[config.mk]
export PLATFORM = sky130hd
export DESIGN_NAME = rect_polygon_clipper
export DESIGN_NICKNAME = d
export VERILOG_FILES = /design/src/hdl/rpc_pkg.sv /design/src/hdl/rpc_cell.sv /design/src/hdl/rpc_collect.sv /design/src/hdl/rect_polygon_clipper.sv
export SDC_FILE = /design/constraint.sdc
export NUM_CORES = 2
export LEC_CHECK = 0
export BUFFER_PORTS_ARGS = -buffer_cell sky130_fd_sc_hd__buf_2
export CORE_UTILIZATION = 30
export DETAILED_ROUTE_END_ITERATION = 10
export PLACE_DENSITY_LB_ADDON = 0.3
export SYNTH_ARGS = -nofsm -noshare
export SYNTH_HDL_FRONTEND = slang
export SYNTH_SLANG_ARGS = --single-unit
[constraint.sdc]
create_clock -name i_clk -period 10.15 [get_ports i_clk]
set_input_delay 1.5225 -clock i_clk [delete_from_list [all_inputs] [get_ports i_clk]]
set_output_delay 1.5225 -clock i_clk [all_outputs]
set_load 0.02 [all_outputs]
[src/hdl/rpc_pkg.sv]
// Types, constants and helpers of the rectangle polygon clipper.
`default_nettype none
package rpc_pkg;

    localparam int COORD_BITS   = 10;
    localparam int NUM_STAGES   = 4;
    localparam int MAX_RESULTS  = 32;
    localparam int CNT_BITS     = $clog2(MAX_RESULTS + 1);
    localparam int PROD_BITS    = 2 * COORD_BITS + 3;
    localparam int QUO_BITS     = 2 * COORD_BITS + 2;
    localparam int DIV_CNT_BITS = $clog2(QUO_BITS);
    localparam int PADDR_BITS   = 4;
    localparam int PDATA_BITS   = 32;

    typedef logic [COORD_BITS-1:0] t_coord;

    localparam t_coord COORD_MAX = '1;

    localparam logic [1:0] REG_X_MIN = 2'd0;
    localparam logic [1:0] REG_Y_MIN = 2'd1;
    localparam logic [1:0] REG_X_MAX = 2'd2;
    localparam logic [1:0] REG_Y_MAX = 2'd3;

    typedef enum logic [1:0] {
        TK_VTX,
        TK_END,
        TK_CLOSE
    } t_kind;

    typedef struct packed {
        t_kind  kind;
        t_coord x;
        t_coord y;
    } t_tok;

    typedef struct packed {
        t_coord bound;
        logic   vert;
        logic   below;
    } t_bnd;

    typedef struct packed {
        t_coord vertex_x;
        t_coord vertex_y;
        logic   closes_polygon;
    } t_in;

    typedef struct packed {
        t_coord out_x;
        t_coord out_y;
        logic   vertex_present;
        logic   end_of_polygon;
    } t_out;

    typedef enum logic [3:0] {
        CS_IDLE,
        CS_EVAL,
        CS_MUL1,
        CS_MUL2,
        CS_NORM,
        CS_DIV,
        CS_EMIT_I,
        CS_EMIT_E,
        CS_EMIT_M
    } t_cell_state;

    function automatic logic f_inside(t_coord b, t_coord bnd, logic below);
        return below ? (b < bnd) : (b > bnd);
    endfunction

endpackage
`default_nettype wire

[src/hdl/rpc_cell.sv]
// One boundary cell: clips the token stream against one window edge.
`default_nettype none
module rpc_cell (
    input  logic          i_clk,
    input  logic          i_rst_n,
    input  rpc_pkg::t_bnd i_bnd,
    input  logic          i_tok_valid,
    input  rpc_pkg::t_tok i_tok,
    output logic          o_tok_ready,
    output logic          o_out_valid,
    output rpc_pkg::t_tok o_out_tok,
    input  logic          i_out_ready
);
    import rpc_pkg::*;

    t_cell_state r_state, n_state;
    t_coord      r_fx, r_fy, r_px, r_py, r_sx, r_sy, r_ex, r_ey;
    logic        r_has, r_pend;
    t_kind       r_mark;
    logic signed [PROD_BITS-1:0] r_acc;
    logic [QUO_BITS-1:0]         r_num, r_quo;
    t_coord                      r_den, r_rem;
    logic [DIV_CNT_BITS-1:0]     r_cnt;

    t_coord s_a, s_b, e_a, e_b, w_q;
    logic   s_in, e_in, w_ge;
    logic signed [COORD_BITS:0]     w_d, w_da, w_db, w_dm;
    logic signed [2*COORD_BITS+1:0] w_p1, w_p2;
    logic signed [PROD_BITS-1:0]    w_n;
    logic [COORD_BITS:0]            w_rsh, w_rsub;
    t_cell_state                    w_done;

    // a runs along the boundary, b across it
    assign s_a  = i_bnd.vert ? r_sy : r_sx;
    assign s_b  = i_bnd.vert ? r_sx : r_sy;
    assign e_a  = i_bnd.vert ? r_ey : r_ex;
    assign e_b  = i_bnd.vert ? r_ex : r_ey;
    assign s_in = f_inside(s_b, i_bnd.bound, i_bnd.below);
    assign e_in = f_inside(e_b, i_bnd.bound, i_bnd.below);

    assign w_d  = $signed({1'b0, e_b}) - $signed({1'b0, s_b});
    assign w_da = $signed({1'b0, e_a}) - $signed({1'b0, s_a});
    assign w_db = $signed({1'b0, i_bnd.bound}) - $signed({1'b0, s_b});
    assign w_p1 = $signed({1'b0, s_a}) * w_d;
    assign w_p2 = w_da * w_db;
    assign w_n  = w_d[COORD_BITS] ? -r_acc : r_acc;
    assign w_dm = w_d[COORD_BITS] ? -w_d : w_d;

    assign w_rsh  = {r_rem, r_num[QUO_BITS-1]};
    assign w_ge   = w_rsh >= {1'b0, r_den};
    assign w_rsub = w_rsh - {1'b0, r_den};
    assign w_q    = (|r_quo[QUO_BITS-1:COORD_BITS]) ? COORD_MAX : r_quo[COORD_BITS-1:0];

    assign w_done = r_pend ? CS_EMIT_M : CS_IDLE;

    always_comb begin
        n_state = r_state;
        case (r_state)
            CS_IDLE: begin
                if (i_tok_valid) begin
                    case (i_tok.kind)
                        TK_VTX:   n_state = r_has ? CS_EVAL : CS_IDLE;
                        TK_CLOSE: n_state = r_has ? CS_EVAL : CS_EMIT_M;
                        default:  n_state = CS_EMIT_M;
                    endcase
                end
            end
            CS_EVAL: begin
                if (s_in && e_in) begin
                    n_state = CS_EMIT_E;
                end else if (!s_in && !e_in) begin
                    n_state = w_done;
                end else begin
                    n_state = CS_MUL1;
                end
            end
            CS_MUL1: n_state = CS_MUL2;
            CS_MUL2: n_state = CS_NORM;
            CS_NORM: n_state = w_n[PROD_BITS-1] ? CS_EMIT_I : CS_DIV;
            CS_DIV: begin
                if (r_cnt == '0) begin
                    n_state = CS_EMIT_I;
                end
            end
            CS_EMIT_I: begin
                if (i_out_ready) begin
                    n_state = e_in ? CS_EMIT_E : w_done;
                end
            end
            CS_EMIT_E: begin
                if (i_out_ready) begin
                    n_state = w_done;
                end
            end
            CS_EMIT_M: begin
                if (i_out_ready) begin
                    n_state = CS_IDLE;
                end
            end
            default: n_state = CS_IDLE;
        endcase
    end

    always_comb begin
        o_tok_ready    = 1'b0;
        o_out_valid    = 1'b0;
        o_out_tok.kind = TK_VTX;
        o_out_tok.x    = r_ex;
        o_out_tok.y    = r_ey;
        case (r_state)
            CS_IDLE: o_tok_ready = 1'b1;
            CS_EMIT_I: begin
                o_out_valid = 1'b1;
                o_out_tok.x = i_bnd.vert ? i_bnd.bound : w_q;
                o_out_tok.y = i_bnd.vert ? w_q : i_bnd.bound;
            end
            CS_EMIT_E: o_out_valid = 1'b1;
            CS_EMIT_M: begin
                o_out_valid    = 1'b1;
                o_out_tok.kind = r_mark;
            end
            default: o_out_valid = 1'b0;
        endcase
    end

    always_ff @(posedge i_clk) begin
        if (!i_rst_n) begin
            r_state <= CS_IDLE;
            r_has   <= 1'b0;
            r_pend  <= 1'b0;
        end else begin
            r_state <= n_state;
            if (r_state == CS_IDLE && i_tok_valid) begin
                case (i_tok.kind)
                    TK_VTX: begin
                        r_has  <= 1'b1;
                        r_pend <= 1'b0;
                    end
                    TK_CLOSE: begin
                        r_has  <= 1'b0;
                        r_pend <= 1'b1;
                    end
                    default: r_pend <= 1'b0;
                endcase
            end
        end
    end

    always_ff @(posedge i_clk) begin
        case (r_state)
            CS_IDLE: begin
                if (i_tok_valid) begin
                    r_mark <= i_tok.kind;
                    case (i_tok.kind)
                        TK_VTX: begin
                            if (!r_has) begin
                                r_fx <= i_tok.x;
                                r_fy <= i_tok.y;
                            end
                            r_sx <= r_px;
                            r_sy <= r_py;
                            r_ex <= i_tok.x;
                            r_ey <= i_tok.y;
                            r_px <= i_tok.x;
                            r_py <= i_tok.y;
                        end
                        TK_CLOSE: begin
                            // wrap edge: previous back to first
                            r_sx <= r_px;
                            r_sy <= r_py;
                            r_ex <= r_fx;
                            r_ey <= r_fy;
                        end
                        default: r_ex <= r_ex;
                    endcase
                end
            end
            CS_MUL1: r_acc <= PROD_BITS'(w_p1);
            CS_MUL2: r_acc <= r_acc + PROD_BITS'(w_p2);
            CS_NORM: begin
                r_num <= w_n[QUO_BITS-1:0];
                r_den <= w_dm[COORD_BITS-1:0];
                r_rem <= '0;
                r_cnt <= DIV_CNT_BITS'(QUO_BITS - 1);
                r_quo <= '0;
            end
            CS_DIV: begin
                r_rem <= w_ge ? w_rsub[COORD_BITS-1:0] : w_rsh[COORD_BITS-1:0];
                r_num <= {r_num[QUO_BITS-2:0], 1'b0};
                r_quo <= {r_quo[QUO_BITS-2:0], w_ge};
                r_cnt <= r_cnt - 1'b1;
            end
            default: r_cnt <= r_cnt;
        endcase
    end

endmodule
`default_nettype wire

[src/hdl/rpc_collect.sv]
// Result collector: caps results per request, tags the last one, drives output register.
`default_nettype none
module rpc_collect (
    input  logic          i_clk,
    input  logic          i_rst_n,
    input  logic          i_tok_valid,
    input  rpc_pkg::t_tok i_tok,
    output logic          o_tok_ready,
    output logic          o_out_valid,
    output rpc_pkg::t_out o_out_data,
    input  logic          i_out_ready
);
    import rpc_pkg::*;

    logic                r_out_v, r_hold_v;
    t_out                r_out;
    t_coord              r_hx, r_hy;
    logic [CNT_BITS-1:0] r_cnt;

    logic w_free, w_full, w_acc, w_keep, w_load;
    t_out w_load_data;

    assign w_free = !r_out_v || i_out_ready;
    assign w_full = r_cnt == CNT_BITS'(MAX_RESULTS);

    always_comb begin
        case (i_tok.kind)
            TK_VTX:   o_tok_ready = w_full || !r_hold_v || w_free;
            TK_END:   o_tok_ready = !r_hold_v || w_free;
            TK_CLOSE: o_tok_ready = w_free;
            default:  o_tok_ready = 1'b1;
        endcase
    end

    assign w_acc  = i_tok_valid && o_tok_ready;
    // a vertex beyond the cap is dropped
    assign w_keep = w_acc && i_tok.kind == TK_VTX && !w_full;
    assign w_load = w_acc && ((w_keep && r_hold_v)
                           || (i_tok.kind == TK_END && r_hold_v)
                           || i_tok.kind == TK_CLOSE);

    assign w_load_data.out_x          = r_hold_v ? r_hx : '0;
    assign w_load_data.out_y          = r_hold_v ? r_hy : '0;
    assign w_load_data.vertex_present = r_hold_v;
    assign w_load_data.end_of_polygon = i_tok.kind == TK_CLOSE;

    always_ff @(posedge i_clk) begin
        if (!i_rst_n) begin
            r_out_v  <= 1'b0;
            r_hold_v <= 1'b0;
            r_cnt    <= '0;
        end else begin
            if (w_load) begin
                r_out_v <= 1'b1;
            end else if (i_out_ready) begin
                r_out_v <= 1'b0;
            end
            if (w_keep) begin
                r_hold_v <= 1'b1;
                r_cnt    <= r_cnt + 1'b1;
            end else if (w_acc && i_tok.kind != TK_VTX) begin
                r_hold_v <= 1'b0;
                r_cnt    <= '0;
            end
        end
    end

    always_ff @(posedge i_clk) begin
        if (w_load) begin
            r_out <= w_load_data;
        end
        if (w_keep) begin
            r_hx <= i_tok.x;
            r_hy <= i_tok.y;
        end
    end

    assign o_out_valid = r_out_v;
    assign o_out_data  = r_out;

endmodule
`default_nettype wire

[src/hdl/rect_polygon_clipper.sv]
// Top level of the rectangle polygon clipper: config registers, feeder, cell row, collector.
//
//   channel  | dir | handshake                  | payload
//   ---------+-----+----------------------------+----------------------------
//   vertex   | in  | i_in_valid / o_in_ready    | i_in_data  (t_in)
//   result   | out | o_out_valid / i_out_ready  | o_out_data (t_out)
//   config   | in  | psel/penable/pwrite/pready | paddr, pwdata, prdata
//
// Each request becomes a vertex token and a marker token that run through four
// boundary cells in turn. A cell evaluates an edge with no crossing directly;
// on a crossing it also multiplies, normalises and runs its bit-serial
// divider, which resolves the intersection one quotient bit a cycle. Cells
// overlap, so the slowest cell and result stalls set the rate. Synchronous
// active-low reset clears control state; stalled results hold in the output register.
`default_nettype none
module rect_polygon_clipper (
    input  logic                               i_clk,
    input  logic                               i_rst_n,
    input  logic                               i_in_valid,
    output logic                               o_in_ready,
    input  rpc_pkg::t_in                       i_in_data,
    output logic                               o_out_valid,
    input  logic                               i_out_ready,
    output rpc_pkg::t_out                      o_out_data,
    input  logic                               psel,
    input  logic                               penable,
    input  logic                               pwrite,
    input  logic [rpc_pkg::PADDR_BITS-1:0]     paddr,
    input  logic [rpc_pkg::PDATA_BITS-1:0]     pwdata,
    output logic [rpc_pkg::PDATA_BITS-1:0]     prdata,
    output logic                               pready
);
    import rpc_pkg::*;

    t_coord r_x_min, r_y_min, r_x_max, r_y_max;
    logic   r_feed_v, r_feed_ph;
    t_in    r_feed;

    t_bnd   w_bnd [NUM_STAGES];
    t_tok   w_tok [NUM_STAGES+1];
    logic   w_v   [NUM_STAGES+1];
    logic   w_r   [NUM_STAGES+1];
    t_coord w_rd;

    assign pready = 1'b1;

    always_ff @(posedge i_clk) begin
        if (!i_rst_n) begin
            r_x_min <= '0;
            r_y_min <= '0;
            r_x_max <= COORD_MAX;
            r_y_max <= COORD_MAX;
        end else if (psel && penable && pwrite) begin
            case (paddr[3:2])
                REG_X_MIN: r_x_min <= pwdata[COORD_BITS-1:0];
                REG_Y_MIN: r_y_min <= pwdata[COORD_BITS-1:0];
                REG_X_MAX: r_x_max <= pwdata[COORD_BITS-1:0];
                REG_Y_MAX: r_y_max <= pwdata[COORD_BITS-1:0];
                default:   r_x_min <= r_x_min;
            endcase
        end
    end

    always_comb begin
        case (paddr[3:2])
            REG_X_MIN: w_rd = r_x_min;
            REG_Y_MIN: w_rd = r_y_min;
            REG_X_MAX: w_rd = r_x_max;
            REG_Y_MAX: w_rd = r_y_max;
            default:   w_rd = '0;
        endcase
    end
    assign prdata = PDATA_BITS'(w_rd);

    // feed the vertex, then the marker that closes the request
    assign o_in_ready = !r_feed_v;
    assign w_v[0]     = r_feed_v;
    assign w_tok[0].kind = !r_feed_ph ? TK_VTX : (r_feed.closes_polygon ? TK_CLOSE : TK_END);
    assign w_tok[0].x    = r_feed.vertex_x;
    assign w_tok[0].y    = r_feed.vertex_y;

    always_ff @(posedge i_clk) begin
        if (!i_rst_n) begin
            r_feed_v  <= 1'b0;
            r_feed_ph <= 1'b0;
        end else if (i_in_valid && o_in_ready) begin
            r_feed_v  <= 1'b1;
            r_feed_ph <= 1'b0;
        end else if (w_v[0] && w_r[0]) begin
            r_feed_ph <= 1'b1;
            if (r_feed_ph) begin
                r_feed_v <= 1'b0;
            end
        end
    end

    always_ff @(posedge i_clk) begin
        if (i_in_valid && o_in_ready) begin
            r_feed <= i_in_data;
        end
    end

    // top, right, bottom, left
    assign w_bnd[0] = '{bound: r_y_max, vert: 1'b0, below: 1'b1};
    assign w_bnd[1] = '{bound: r_x_max, vert: 1'b1, below: 1'b1};
    assign w_bnd[2] = '{bound: r_y_min, vert: 1'b0, below: 1'b0};
    assign w_bnd[3] = '{bound: r_x_min, vert: 1'b1, below: 1'b0};

    for (genvar g = 0; g < NUM_STAGES; g++) begin : g_cell
        rpc_cell u_cell (
            .i_clk       (i_clk),
            .i_rst_n     (i_rst_n),
            .i_bnd       (w_bnd[g]),
            .i_tok_valid (w_v[g]),
            .i_tok       (w_tok[g]),
            .o_tok_ready (w_r[g]),
            .o_out_valid (w_v[g+1]),
            .o_out_tok   (w_tok[g+1]),
            .i_out_ready (w_r[g+1])
        );
    end

    rpc_collect u_collect (
        .i_clk       (i_clk),
        .i_rst_n     (i_rst_n),
        .i_tok_valid (w_v[NUM_STAGES]),
        .i_tok       (w_tok[NUM_STAGES]),
        .o_tok_ready (w_r[NUM_STAGES]),
        .o_out_valid (o_out_valid),
        .o_out_data  (o_out_data),
        .i_out_ready (i_out_ready)
    );

endmodule
`default_nettype wire

; Word-level counts from Yosys, hierarchy flattened
; Cells that the tools add are included.
[word_totals]
regBits = 833
latch_bits = 0
ramBits = 0
mem_bits_ro = 0
in_bits = 64
output_inout_bits = 57
elab_cells = 465
n_memories = 0
[op_classes]
addsub = 33
mul = 8
div_mod_pow = 0
n_lt_le_gt_ge = 12
eq_ne = 62
shifts = 0
n_mux = 137
bitwise_logic = 5
reduce_logical = 118
[op_table]
columns = cell, count
row1 = $pmux 22 s2, 8
row2 = $pmux 10 s2, 12
row3 = $pmux 23 s2, 4
row4 = $mul 11x11->22, 8
row5 = $mux 4, 40
row6 = $pmux 4 s9, 4
row7 = $sub 10x10->11, 12
row8 = $mux 10, 12
row9 = $add 23x22->23, 4
row10 = $mux 23, 4
row11 = $neg 23->23, 4
row12 = $mux 20, 4
row13 = $eq 4x3->1 const B, 16
row14 = $reduce_or 12->1, 4
row15 = $ge 11x10->1, 4
row16 = $gt 10x10->1, 4
row17 = $lt 10x10->1, 4
row18 = $neg 10->10, 4
row19 = $pmux 10 s4, 1
row20 = $pmux 5 s2, 4
row21 = $sub 10x10->10, 4
row22 = $ne 2x1->1 const B, 19
row23 = $reduce_and 3->1, 12
row24 = $reduce_bool 2->1, 17
row25 = 27 further kinds, 166

; Depth between registers and ports, before layout
[logic_depth]
ltp_word = 12
ltp_mapped = 34
ltp_nobuf = 33

; By module
; A second synthesis with hierarchy kept.
[unflattened]
hier_cells = 8502
hier_area_um2 = 83411.2
[modules_own_cells]
columns = mod, instances, cells_per_inst, area_per_inst_um2, seq_area_each_um2
row1 = rpc_cell (g_cell[0].u_cell), 1, 2047, 19746.4, 5345.1
row2 = rpc_cell (g_cell[1].u_cell), 1, 2058, 19742.7, 5345.1
row3 = rpc_cell (g_cell[2].u_cell), 1, 2021, 19735.2, 5345.1
row4 = rpc_cell (g_cell[3].u_cell), 1, 2019, 19553.8, 5345.1
row5 = rect_polygon_clipper, 1, 238, 2771.4, 1471.4
row6 = rpc_collect, 1, 119, 1861.8, 1421.4

; Least setup slack after synthesis
; OpenSTA, ideal clock, no wires.
[synth_path]
kind = flip-flop to flip-flop
start = register g_cell[3].u_cell.r_ey[0]
end = register g_cell[3].u_cell.r_acc[22], data pin
setup_time_ps = 267
arrival_time_ps = 7645
t_required_ps = 9883
path_slack_ps = 2238
path_stages_with_launch = 31
n_path_buf = 0
synth_period_minus_slack_ps = 7912
cell_sequence = edfxtp_1 > inv_1 > ha_1 > inv_1 > fa_1 > a21o_1 > a21oi_1 > o21ai_0 > a21oi_1 > o21bai_1 > a21oi_1 > o21ai_0 > nor2_1 > inv_1 > fa_1 > fa_1 > inv_1 > fa_1 > fa_1 > inv_1 > fa_1 > inv_1 > ha_1 > a21oi_1 > nor4b_1 > o21ai_1 > a221oi_1 > o21ai_1 > a31oi_1 > xnor2_1 > mux2i_1
[synth_via]
elab_chain_len = 4
[synth_lines]
columns = element, line
row1 = start: declaration, rpc_cell.sv:17  ; t_coord r_fx, r_fy, r_px, r_py, r_sx, r_sy, r_ex, r_ey;
row2 = start signal: assignment, rpc_cell.sv:163  ; r_ey <= i_tok.y;
row3 = start signal: assignment, rpc_cell.sv:172  ; r_ey <= r_fy;
row4 = $sub 10x10->11, rpc_cell.sv:42  ; assign w_da = $signed({1'b0, e_a}) - $signed({1'b0, s_a});
row5 = $mul 11x11->22, rpc_cell.sv:45  ; assign w_p2 = w_da * w_db;
row6 = $add 23x22->23, rpc_cell.sv:179  ; CS_MUL2: r_acc <= r_acc + PROD_BITS'(w_p2);
row7 = $pmux 23 s2, rpc_cell.sv:150  ; case (r_state)
row8 = end signal: assignment, rpc_cell.sv:178  ; CS_MUL1: r_acc <= PROD_BITS'(w_p1);
row9 = end signal: assignment, rpc_cell.sv:179
row10 = end: declaration, rpc_cell.sv:20  ; logic signed [PROD_BITS-1:0] r_acc;
; No other way between the ends.
; A chain may end at the register's enable or synchronous reset.

; Worst setup path in the final report
[layout_path]
start = register g_cell[2].u_cell.r_sx[0]
end = register g_cell[2].u_cell.r_acc[22], data pin
[layout_via]
elab_chain_len = 4
elab_cells_between_ends = 5
cone_classes = add/sub (2) / mul (2) / mux (1)
[layout_lines]
columns = element, line
row1 = start: declaration, rpc_cell.sv:17
row2 = start signal: assignment, rpc_cell.sv:160  ; r_sx <= r_px;
row3 = start signal: assignment, rpc_cell.sv:169  ; r_sx <= r_px;
row4 = $sub 10x10->11, rpc_cell.sv:42
row5 = $mul 11x11->22, rpc_cell.sv:45
row6 = $add 23x22->23, rpc_cell.sv:179
row7 = $pmux 23 s2 (*), rpc_cell.sv:150
row8 = end signal: assignment, rpc_cell.sv:178
row9 = end signal: assignment, rpc_cell.sv:179
row10 = end: declaration, rpc_cell.sv:20
; Every way passes the cells marked *; elsewhere a longest branch is shown, timed or not.

==> impl_metrics.env <==
export IMPL_start_kind="flip-flop"
export IMPL_tns_ns=0
export IMPL_grt_usage_pct=15.2
export IMPL_synth_distinct_cells=76
export IMPL_finalWeightedCongestion=0.873
export IMPL_crit_buf_inv=5
export IMPL_path_delay_family="adder cells"
export IMPL_synth_area_per_cell_sq_um=9.99
export IMPL_cts_inserted_buffers=100
export IMPL_viasPerCell=4.68
export IMPL_finalCriticalPeriod_ns=8.79
export IMPL_fp_coreArea_sq_um=263000
export IMPL_synth_most_common_cell="inv_1"
export IMPL_synth_edf_count=759
export IMPL_postCtsSetupBuffers=0
export IMPL_rows=188
export IMPL_post_drt_wl_per_cell_um=17.5
export IMPL_synth_ff_latch_count=833
export IMPL_ys_warnings_count=0
export IMPL_nets=9698
export IMPL_fin_crit_sh_pct=86.6
export IMPL_grt_max_degree=71
export IMPL_largest_reg_flops=92
export IMPL_num_vias=54400
export IMPL_slowest_stage="o41ai_1"
export IMPL_die_h_um=518
export IMPL_postPlaceCellArea_sq_um=84500
export IMPL_antenna_found_initial=17
export IMPL_final_core_util_pct=33.4
export IMPL_cts_sinks=833
export IMPL_grt_pass1_vias=56500
export IMPL_yosysSeqAreaShare_pct=30.4
export IMPL_grt_setup_unrepaired="false"
export IMPL_tightest_slew_ns=1.35
export IMPL_final_area_sq_um=88000
export IMPL_hold_path_class="reg -> reg"
export IMPL_portBuffers=73
export IMPL_status="complete, no violations"
export IMPL_grt_pass1_wl_um=322000
export IMPL_ctsResizeCount=0
export IMPL_drt_pass1_iter_count=5
export IMPL_cts_tree="done"
export IMPL_fillers=26900
export IMPL_ant_nets=0
export IMPL_mappedNetlistArea_sq_um=79800
export IMPL_layout_drive_gt1_share_pct=6.17
export IMPL_root_buffer="clkbuf_16"
export IMPL_drv_slew=0
export IMPL_ios=121
export IMPL_dp_hpwl_um=164000
export IMPL_synthArstFlopShare_pct=0
export IMPL_timing_fmax_mhz=114
export IMPL_synth_flop_cell="edfxtp_1"
export IMPL_synth_top_cell_by_area="edfxtp_1"
export IMPL_endpoint_kind="flip-flop"
export IMPL_start_util_pct=30.3
export IMPL_multiInputGateArea_sq_um=48900
export IMPL_seq_area_sq_um=24300
export IMPL_dieArea_sq_um=268000
export IMPL_die_w_um=518
export IMPL_cp_data_arrival_time_ns=9.27
export IMPL_clockBufferDepth=3
export IMPL_maxSlewHeadroom_pct=9.64
export IMPL_area_growth_pct=10.3
export IMPL_wirelength_um=203000
export IMPL_synthTopCellsByArea="edfxtp_1 (29%), fa_1 (22%), ha_1 (11%), inv_1 (7.2%), nand2_1 (3.6%)"
export IMPL_required_ns=10.64
export IMPL_clock_skew_ns=0.0534
export IMPL_final_hold_violation_count=0
export IMPL_clk_pin_slew_ns=0.06
export IMPL_overflow=0
export IMPL_drt_iter0_drc=3147
export IMPL_critPathMaxStageDelay_ns=0.63
export IMPL_holdBufCountCts=0
export IMPL_top_regs="g_cell.u_cell.r_acc x92, g_cell.u_cell.r_num x88, g_cell.u_cell.r_quo x88"
export IMPL_regMostFlops="g_cell.u_cell.r_acc"
export IMPL_synthTopCellsByCount="inv_1 (1529), fa_1 (884), nand2_1 (775)"
export IMPL_drv_cap=0
export IMPL_worstSkewPairLatency_ns=0.75
export IMPL_critical_path_class="reg -> reg"
export IMPL_post_route_drc_count=0
export IMPL_setup_viol=0
export IMPL_synth_top_area_share_pct=28.6
export IMPL_worstPathMaxFanout=12
export IMPL_cts_max_level=3
export IMPL_syn_inst=7985
==> stage by stage <==
step           setup WS (ns)  hold slack, ns  std cells
2_1_floorplan           2.24           0.400       8006
3_3_place_gp            1.39           0.400      11400
3_5_place_dp            1.40           0.405      11400
4_1_cts                 1.33           0.384      11600
5_1_grt                0.824           0.396      11600
6_report                1.36           0.398      11600
==> cells in the final DEF (no fill, tap or decap), types with 13 or more instances in the layout <==
master	synthesis	routed
inv_1	1529	1528
fa_1	884	884
nand2_1	775	775
edfxtp_1	759	759
ha_1	732	732
nor2_1	616	607
o21ai_0	284	282
and2_1	259	258
xnor2_1	258	254
a21oi_1	239	239
xor2_1	139	138
nand2b_1	117	117
buf_4	23	113
nor2b_1	110	109
mux2_2	104	104
clkbuf_16	0	101
a21o_1	83	83
dfxtp_1	74	74
buf_2	0	73
mux2i_1	70	70
nand3_1	55	55
nor3_1	66	54
o21a_1	41	41
o22a_1	41	41
and3_1	37	37
a31oi_1	36	36
o21bai_1	34	34
o31ai_1	34	34
o211ai_1	33	33
a211oi_1	30	30
nor4_1	28	28
or3_1	27	27
nand4_1	27	27
conb_1	2	23
clkinv_1	3	22
clkbuf_1	243	16
o21ai_1	12	14
o41ai_1	14	14
bufinv_16	0	14
nor3_2	1	13
==> worst register-to-register path, delay by kind of cell, from the launching register on <==
kind            cells  cell delay [ns]
fa+ha+maj           8             3.31
compound gates     10             3.15
simple gates        4             0.88
flops               1             0.56
buf+inv             5             0.26
mux                 1             0.26
xor+xnor            1             0.15
==> path summary, 6_finish.rpt <==
kind | from | end | slack [ns] | cells after the start
min reg2reg | g_cell[0].u_cell.r_py[3] | g_cell[0].u_cell.r_sy[3] | 0.40 | 0
min | g_cell[0].u_cell.r_py[3] | g_cell[0].u_cell.r_sy[3] | 0.40 | 0
max reg2reg | g_cell[2].u_cell.r_sx[0] | g_cell[2].u_cell.r_acc[22] | 1.36 | 29
max | g_cell[2].u_cell.r_sx[0] | g_cell[2].u_cell.r_acc[22] | 1.36 | 29
==> cells by family (layout without fill, tap and decap cells) <==
family                     Yosys count  in the layout  share of synthesized area (%)
other                                2             28                        0.00942
xor gates and xnor gates           397            397                           4.36
AOI/OAI and AO/OA                  978            978                           7.73
buffers and inverters             1808           1905                           8.62
and+or+nand+nor                   2167           2167                           12.5
adders and majority gates         1616           1616                           33.7
muxes                              184            184                           2.63
DFF                                833            833                           30.4
==> routing by layer <==
layer	vias to the layer above	track usage, %	wire, um	share of wire [%]
li1	25800	-	-	-
met5	-	0	0	0
met4	0	5.54	7800	3.8
met2	1002	26.3	99500	49
met1	27300	19.6	88800	44
met3	288	1.54	7150	3.5
==> layout make-up <==
class	count	area share, %
well taps	3515	5.00
diodes	5	0.0142
repair buffers	186	1.38
flip-flops and latches	833	27.6
multi-input cells	5365	55.5
clock buffers	118	2.96
clock inverters	69	0.974
inverters	1532	6.54
Power is not shown: default switching activity piles up to over one toggle a cycle in this logic, so the estimate is an artifact.
